File: src/design/assert_macros.svh
// Assertion macros shared by the tokenizer RTL.
// Included by the modules that check their own logic; no other dependencies.
`ifndef ASSERT_MACROS_SVH
`define ASSERT_MACROS_SVH
`ifndef SYNTHESIS
// Property that must hold at every clock edge outside reset.
`define ASSERT_ALWAYS(lbl, clk, rst, prop, msg) \
   lbl: assert property (@(posedge clk) disable iff (rst) (prop)) else $error(msg);
// Overlapping implication: cons holds in the same cycle as ante.
`define ASSERT_SAME(lbl, clk, rst, ante, cons, msg) \
   lbl: assert property (@(posedge clk) disable iff (rst) (ante) |-> (cons)) else $error(msg);
// Next-cycle implication: cons holds in the cycle after ante.
`define ASSERT_NEXT(lbl, clk, rst, ante, cons, msg) \
   lbl: assert property (@(posedge clk) disable iff (rst) (ante) |=> (cons)) else $error(msg);
`else
`define ASSERT_ALWAYS(lbl, clk, rst, prop, msg)
`define ASSERT_SAME(lbl, clk, rst, ante, cons, msg)
`define ASSERT_NEXT(lbl, clk, rst, ante, cons, msg)
`endif
`endif

File: src/design/wta_pkg.sv
// Package for the word tokenizer: widths, codes, state and result types,
// and the per-byte word classification function. No dependencies.
`default_nettype none

package wta_pkg;

   localparam int MAX_WORD_DEF = 64;
   localparam int CNT_W        = 7;
   localparam int WNUM_W       = 16;
   localparam int MAX_RES      = 3;

   localparam logic [7:0] APOS      = 8'h27;
   localparam logic       KIND_CHAR = 1'b0;
   localparam logic       KIND_END  = 1'b1;

   // Tokenizer state carried from one byte to the next
   typedef struct packed {
      logic              in_word;
      logic              quote_seen;
      logic              quote_pending;
      logic [CNT_W-1:0]  char_count;
      logic [WNUM_W-1:0] word_counter;
      logic              overflowed;
      logic              at_line_start;
      logic [7:0]        held_byte;
      logic              held_valid;
   } tok_state_type;

   localparam tok_state_type ST_RESET = '{
      in_word:       1'b0,
      quote_seen:    1'b0,
      quote_pending: 1'b0,
      char_count:    '0,
      word_counter:  '0,
      overflowed:    1'b0,
      at_line_start: 1'b1,
      held_byte:     8'h00,
      held_valid:    1'b0
   };

   // One result transaction, less the word number and last flag
   typedef struct packed {
      logic       kind;
      logic [7:0] ch;
      logic       trunc;
   } res_type;

   // Outcome of classifying one byte: new state and up to two results
   typedef struct packed {
      tok_state_type st;
      logic [1:0]    n;
      res_type [1:0] r;
   } take_type;

   function automatic take_type take_byte(tok_state_type s, logic [7:0] b,
                                          logic [CNT_W-1:0] lim);
      take_type   o;
      logic [7:0] low;
      logic       letter;
      logic [1:0] n;
      o      = '0;
      o.st   = s;
      n      = 2'd0;
      low    = b | 8'h20;
      letter = !b[7] && (low >= 8'h61) && (low <= 8'h7a);
      if (!s.in_word) begin
         // first letter opens a word; the limit is at least one
         if (letter) begin
            o.st.in_word       = 1'b1;
            o.st.quote_seen    = 1'b0;
            o.st.quote_pending = 1'b0;
            o.st.overflowed    = 1'b0;
            o.st.char_count    = CNT_W'(1);
            o.r[0]             = '{kind: KIND_CHAR, ch: low, trunc: 1'b0};
            n                  = 2'd1;
         end
      end else if (letter) begin
         // a held apostrophe is released ahead of the letter
         if (s.quote_pending) begin
            o.st.quote_pending = 1'b0;
            if (o.st.char_count < lim) begin
               o.r[0]          = '{kind: KIND_CHAR, ch: APOS, trunc: 1'b0};
               o.st.char_count = o.st.char_count + CNT_W'(1);
               n               = 2'd1;
            end else begin
               o.st.overflowed = 1'b1;
            end
         end
         if (o.st.char_count < lim) begin
            o.r[n[0]]       = '{kind: KIND_CHAR, ch: low, trunc: 1'b0};
            o.st.char_count = o.st.char_count + CNT_W'(1);
            n               = n + 2'd1;
         end else begin
            o.st.overflowed = 1'b1;
         end
      end else if ((b == APOS) && !s.quote_seen) begin
         o.st.quote_seen    = 1'b1;
         o.st.quote_pending = 1'b1;
      end else begin
         // any other byte closes the word
         o.r[0]             = '{kind: KIND_END, ch: 8'h00, trunc: s.overflowed};
         o.st.in_word       = 1'b0;
         o.st.quote_seen    = 1'b0;
         o.st.quote_pending = 1'b0;
         o.st.char_count    = '0;
         o.st.overflowed    = 1'b0;
         if (s.word_counter != '1) begin
            o.st.word_counter = s.word_counter + WNUM_W'(1);
         end
         n = 2'd1;
      end
      o.n = n;
      return o;
   endfunction

endpackage

`default_nettype wire

File: src/design/wta_step.sv
// Next-state and result logic for one input byte of the tokenizer.
// Depends on wta_pkg (state/result types and take_byte).
`default_nettype none

module wta_step #(
   parameter int MAX_WORD = wta_pkg::MAX_WORD_DEF
) (
   input  wta_pkg::tok_state_type st,
   input  logic [7:0]             in_byte,
   input  logic                   line_end,
   output wta_pkg::tok_state_type nst,
   output wta_pkg::res_type       res [wta_pkg::MAX_RES],
   output logic [1:0]             n
);
   import wta_pkg::*;

   localparam logic [CNT_W-1:0] LIM = CNT_W'(MAX_WORD - 1);

   take_type      t_held;
   take_type      t_byte;
   tok_state_type s_mid;

   // held first byte runs ahead of the current byte
   always_comb begin
      t_held = take_byte(st, st.held_byte, LIM);
      s_mid  = st.held_valid ? t_held.st : st;
      s_mid.held_valid = 1'b0;
      t_byte = take_byte(s_mid, in_byte, LIM);
   end

   // gather results in order, then apply end of line
   always_comb begin
      nst = st;
      n   = 2'd0;
      for (int i = 0; i < MAX_RES; i++) begin
         res[i] = '0;
      end
      if (st.at_line_start) begin
         nst.at_line_start = 1'b0;
         nst.held_byte     = in_byte;
         nst.held_valid    = 1'b1;
      end else begin
         nst = t_byte.st;
         if (st.held_valid && (t_held.n != 2'd0)) begin
            res[0] = t_held.r[0];
            n      = 2'd1;
         end
         for (int i = 0; i < 2; i++) begin
            if (2'(i) < t_byte.n) begin
               res[n] = t_byte.r[i];
               n      = n + 2'd1;
            end
         end
      end
      if (line_end) begin
         if (nst.in_word) begin
            res[n] = '{kind: KIND_END, ch: 8'h00, trunc: nst.overflowed};
            n      = n + 2'd1;
         end
         nst.in_word       = 1'b0;
         nst.quote_seen    = 1'b0;
         nst.quote_pending = 1'b0;
         nst.char_count    = '0;
         nst.overflowed    = 1'b0;
         nst.word_counter  = '0;
         nst.at_line_start = 1'b1;
         nst.held_byte     = 8'h00;
         nst.held_valid    = 1'b0;
      end
   end

endmodule

`default_nettype wire

File: src/design/word_tokenizer_with_apostrophe.sv
// Word tokenizer with apostrophe, top level: state registers and the result
// queue. Depends on wta_pkg, wta_step and assert_macros.svh.
//
// Bytes of a line enter one per cycle on req_ unless the result queue stalls them;
// words leave as lower-cased character transactions and an end-of-word transaction
// on rsp_, each tagged with the word's index in the line. The first byte of a line
// is held and worked together with the second, so a one-byte line yields nothing.
// A byte is classified in the cycle it is accepted and its results (zero to three)
// land in a three-entry result queue; after a byte that yields no result the next
// byte may be taken in the following cycle, otherwise the next byte is taken in the
// cycle its last result is taken. Words longer than MAX_WORD-1 characters are cut
// and flagged on the end transaction.
`default_nettype none
`include "assert_macros.svh"

module word_tokenizer_with_apostrophe #(
   parameter int MAX_WORD = wta_pkg::MAX_WORD_DEF
) (
   input  logic                       clock,
   input  logic                       reset,
   input  logic                       req_valid,
   output logic                       req_ready,
   input  logic [7:0]                 req_in_byte,
   input  logic                       req_line_end,
   output logic                       rsp_valid,
   input  logic                       rsp_ready,
   output logic                       rsp_kind,
   output logic [7:0]                 rsp_out_char,
   output logic [wta_pkg::WNUM_W-1:0] rsp_word_number,
   output logic                       rsp_truncated,
   output logic                       rsp_last_of_run
);
   import wta_pkg::*;

   tok_state_type     st_ff, st_in, step_st;
   res_type           res_ff [MAX_RES];
   res_type           res_in [MAX_RES];
   res_type           step_res [MAX_RES];
   logic [1:0]        step_n;
   logic [1:0]        cnt_ff, cnt_in;
   logic [WNUM_W-1:0] wnum_ff, wnum_in;
   logic              accept, pop;

   wta_step #(.MAX_WORD(MAX_WORD)) u_step (
      .st       (st_ff),
      .in_byte  (req_in_byte),
      .line_end (req_line_end),
      .nst      (step_st),
      .res      (step_res),
      .n        (step_n)
   );

   // handshake: take a byte once the queue drains this cycle
   assign pop       = rsp_valid && rsp_ready;
   assign req_ready = (cnt_ff == 2'd0) || ((cnt_ff == 2'd1) && rsp_ready);
   assign accept    = req_valid && req_ready;

   // queue load on accept, shift on pop
   always_comb begin
      st_in   = accept ? step_st : st_ff;
      res_in  = res_ff;
      cnt_in  = cnt_ff;
      wnum_in = wnum_ff;
      if (accept) begin
         res_in  = step_res;
         cnt_in  = step_n;
         wnum_in = st_ff.word_counter;
      end else if (pop) begin
         res_in[0] = res_ff[1];
         res_in[1] = res_ff[2];
         cnt_in    = cnt_ff - 2'd1;
      end
   end

   // control state
   always_ff @(posedge clock) begin
      if (reset) begin
         st_ff  <= ST_RESET;
         cnt_ff <= 2'd0;
      end else begin
         st_ff  <= st_in;
         cnt_ff <= cnt_in;
      end
   end

   // result payload
   always_ff @(posedge clock) begin
      res_ff  <= res_in;
      wnum_ff <= wnum_in;
   end

   // output transaction is the queue head
   assign rsp_valid       = (cnt_ff != 2'd0);
   assign rsp_kind        = res_ff[0].kind;
   assign rsp_out_char    = res_ff[0].ch;
   assign rsp_truncated   = res_ff[0].trunc;
   assign rsp_word_number = wnum_ff;
   assign rsp_last_of_run = (cnt_ff == 2'd1);

   // checks
   `ASSERT_SAME(a_accept_drained, clock, reset, accept, cnt_ff <= 2'd1, "byte taken over full queue")
   `ASSERT_SAME(a_end_no_char, clock, reset, rsp_valid && (rsp_kind == KIND_END), rsp_out_char == 8'h00, "end marker carries a character")
   `ASSERT_SAME(a_trunc_on_end, clock, reset, rsp_valid && rsp_truncated, rsp_kind == KIND_END, "truncation on a character")
   `ASSERT_NEXT(a_line_restart, clock, reset, accept && req_line_end, st_ff.at_line_start && (st_ff.word_counter == '0) && !st_ff.in_word, "line end did not restart")
   `ASSERT_ALWAYS(a_count_limit, clock, reset, st_ff.char_count <= CNT_W'(MAX_WORD - 1), "word length past limit")

endmodule

`default_nettype wire

File: config.mk
export PLATFORM = sky130hd
export DESIGN_NAME = word_tokenizer_with_apostrophe
export DESIGN_NICKNAME = d
export VERILOG_FILES = /design/src/design/wta_pkg.sv /design/src/design/wta_step.sv /design/src/design/word_tokenizer_with_apostrophe.sv
export VERILOG_INCLUDE_DIRS = /design/src /design/src/design
export SDC_FILE = /design/constraint.sdc
export NUM_CORES = 1
export LEC_CHECK = 0
export ABC_AREA = 1
export BUFFER_PORTS_ARGS = -buffer_cell sky130_fd_sc_hd__buf_2
export CAP_MARGIN = 20
export CORE_MARGIN = 3
export CORE_UTILIZATION = 30
export DETAILED_ROUTE_END_ITERATION = 16
export GPL_TIMING_DRIVEN = 0
export SLEW_MARGIN = 15
export SYNTH_ARGS = -nofsm -noshare
export SYNTH_HDL_FRONTEND = slang
export SYNTH_SLANG_ARGS = --single-unit
export TNS_END_PERCENT = 30
File: constraint.sdc
create_clock -name clock -period 6.3 [get_ports clock]
set_input_delay 0.63 -clock clock [delete_from_list [all_inputs] [get_ports clock]]
set_output_delay 0.63 -clock clock [all_outputs]
set_load 0.005 [all_outputs]
==> run_results.csv <==
group,metric,value,unit
logic_synthesis,async_flop_share,0,%
setup_path,critPathMaxFanout,9,
finish,final_area,0.00692,mm^2
logic_synthesis,syn_inst,861,
setup_path,r2r_start,"st_ff[27]",
route,viasPerCell,4.93,
flow_run,drv_cap,0,
finish,stdcell_count,1184,
placed_design,port_buffers,41,
route,ant_nets,0,
finish,fillers,2118,
global_route,grt_pass1_wl,26900,um
floorplanning,die_h,147,um
logic_synthesis,seq_area_frac_synth,36.0,%
setup_path,timing.critical_path.buf_inv,6,
setup_path,crit_path_frequent_cell,"nand2_1",
worst_hold_path,min_path_cells,0,
setup_path,ff2ff_path_depth,36,
sta,fmax,174,MHz
setup_path,max_stage_delay,400,ps
cts,numCtsBuffers,9,
power,power_density,268,mW/mm^2
logic_synthesis,ys_types,48,
cts,cts_tree,"done",
logic_synthesis,synth_flop_cell,"edfxtp_1",
logic_synthesis,syn_avg_cell_area,6.97,um^2
global_route,grt_pass1_vias,5386,
logic_synthesis,synthTopCellsByArea,"edfxtp_1 23%, nand2_1 14%, dfxtp_1 13%, inv_1 7.3%, nand3_1 5.2%",
logic_synthesis,yosys.area.top_type,"edfxtp_1",
logic_synthesis,synth_edf_count,46,
floorplanning,die_area,0.0217,mm^2
logic_synthesis,ys_ff_latch,85,
logic_synthesis,syn-cell-area,0.00600,mm^2
power,totalPowerFinal,1.85,mW
worst_hold_path,min_path_type,"reg2reg",
finish,multi_input_area,0.00327,mm^2
cts,worstSkewPairLatency,350,ps
route,drt-total-wl,16600,um
placed_design,hpwl,12800,um
finish,syn2layout_area_growth,15.3,%
logic_synthesis,syn-num-nets,891,
floorplanning,die_x,147,um
global_route,antenna_found_initial,0,
route,drc,0,
setup_path,r2r_setup_slack,560,ps
sta,fin_skew,5.28,ps
floorplanning,initial_utilization,30.7,%
sta,setup_violations,0,
setup_path,crit_family,"simple AND/OR/NAND/NOR gates",
sta,fin_crit,5740,ps
sta,tightest_slew,889,ps
sta,final_hold_viol_count,0,
setup_path,start_kind,"flop",
power,peakVddDrop,0.130,mV
logic_synthesis,netlist.area_leader.share,23.0,%
route,dr.pass1.iters,5,
logic_synthesis,yosysWarnings,0,
floorplanning,core,0.0195,mm^2
setup_path,arrival,5960,ps
placed_design,gp_congestion,0.927,
floorplanning,ioPinCount,42,
global_route,grt_max_degree,22,
sta,slew_violations,0,
sta,slew_headroom,40.8,%
finish,diodes,0,
cts,cts_sinks,85,
setup_path,required,6520,ps
placed_design,dp_cells,1168,
setup_path,r2r-end,"rsp_out_char[3]",
outcome,status,"finished clean",
worst_hold_path,whs_endpoint,"rsp_word_number[7]",
cts,clockBufferDepth,2,
route,vias,5838,
sta,finalCritPeriodShare,91.1,%
finish,drive_gt1_share,13.5,%
global_route,grt-ovfl-total,0,
floorplanning,placementRows,51,
route,drt-wirelength-per-cell,14.0,um
cts,h-tree-depth,3,
finish,nNetsFinal,944,
setup_path,crit_path_end_kind,"flop",
setup_path,crit_type,"reg2reg",
route,drt_iter0_drc,515,
cts,cts.clk_slew.worst_paths,60,ps
cts,ctsRootBufferMaster,"clkbuf_16",
global_route,grt_usage,15.3,%
logic_synthesis,yosysMostFrequentCell,"nand2_1",
finish,regArea,0.00217,mm^2
placed_design,placed_area,0.00657,mm^2
worst_hold_path,hold_start,"st_ff[18]",
logic_synthesis,synth_common_cells,"228 x nand2_1, 116 x inv_1, 77 x nor2_1",
power,p_leak,2.94,nW
setup_path,cp_slowest_cell,"nor4_1",
[timing repair]
item                                    4_1_cts  5_1_grt
buffers inserted                              0        0
endpoints found under the setup margin        0       23
hold buffers                                  0        0
gates resized for setup                       0       16
[layout by cell type, fill, tap and decap left out, types with 10 or more instances in the layout]
| cell type | n |
|---|---|
| edfxtp_1 | 46 |
| a21oi_1 | 39 |
| o22ai_1 | 14 |
| nand2_1 | 226 |
| buf_2 | 41 |
| nand3_1 | 61 |
| clkbuf_1 | 13 |
| nand2_2 | 14 |
| nand4_1 | 20 |
| xor2_1 | 14 |
| nor2_1 | 75 |
| clkbuf_16 | 10 |
| nor3_1 | 16 |
| o21ai_0 | 52 |
| inv_1 | 115 |
| dfxtp_1 | 35 |
| inv_2 | 11 |
| ha_1 | 17 |
[power by group]
| group | internal (mW) | switching [mW] |
|---|---|---|
| Combinational | 0.181 | 0.313 |
| Sequential | 0.760 | 0.0390 |
| Clock | 0.331 | 0.227 |
| Total | 1.27 | 0.579 |
[how the worst max path moves through the flow]
| stage | startpoint | endpoint | slack [ps] | cells past startpoint |
|---|---|---|---|---|
| after floorplan | st_ff[27] | rsp_out_char[3] | 1350 | 36 |
| after global placement | st_ff[5] | res_ff[1] | 340 | 34 |
| after detailed placement | st_ff[5] | res_ff[3] | 230 | 34 |
| after CTS | st_ff[5] | res_ff[3] | 200 | 34 |
| after global routing | st_ff[27] | rsp_out_char[3] | -5 | 43 |
| final | st_ff[27] | rsp_out_char[3] | 560 | 36 |
[logic make-up after synthesis]
| kind of cell | Yosys count | synth area share (%) |
|---|---|---|
| DFF | 85 | 36.0 |
| other | 1 | 0.0625 |
| buffers and inverters | 151 | 9.95 |
| AOI/OAI and AO/OA | 147 | 14.7 |
| adders and majority gates | 17 | 3.55 |
| and+or+nand+nor | 444 | 33.3 |
| xor gates and xnor gates | 16 | 2.34 |
[worst register-to-register path, delay by kind of cell, from the launching register on]
kind	cells	cell delay, ps
AOI/OAI and AO/OA	6	1150
adders and majority gates	5	1220
buffers and inverters	6	690
DFF	1	360
and+or+nand+nor	19	2220
[area by class of cell]
class / count / share of cell area [%]
Multi-Input combinational cell: 625 / 47.3
Sequential cell: 85 / 31.3
Inverter: 130 / 7.09
Tap cell: 265 / 4.79
Clock buffer: 11 / 3.67
Timing Repair Buffer: 42 / 3.36
Buffer: 21 / 1.59
Clock inverter: 5 / 0.814
[per-stage QoR]
stage	TNS, ps	worst slack, ps	hold slack, ps	util [%]
6_report	0	558	466	35.4
5_1_grt	-4.88	-4.88	482	35.4
4_1_cts	0	198	471	35.2
3_5_place_dp	0	233	451	33.6
3_3_place_gp	0	338	447	33.5
2_1_floorplan	0	1350	430	-
[routing by layer]
layer	vias to the layer above	GRT usage, %	share of wire (%)
met4	0	4.19	1.9
met1	2709	20.9	49
li1	2955	-	-
met5	-	0	0
met2	147	25.3	46
met3	27	2.58	3.8
[sequential cells by signal, summed over array words and instances, names as in the netlist]
name / count
rsp_truncated: 1
rsp_word_number: 16
rsp_kind: 1
st_ff: 37
res_ff: 20
rsp_out_char: 8
cnt_ff: 2
Note: power is estimated with default switching activity, not from simulation.
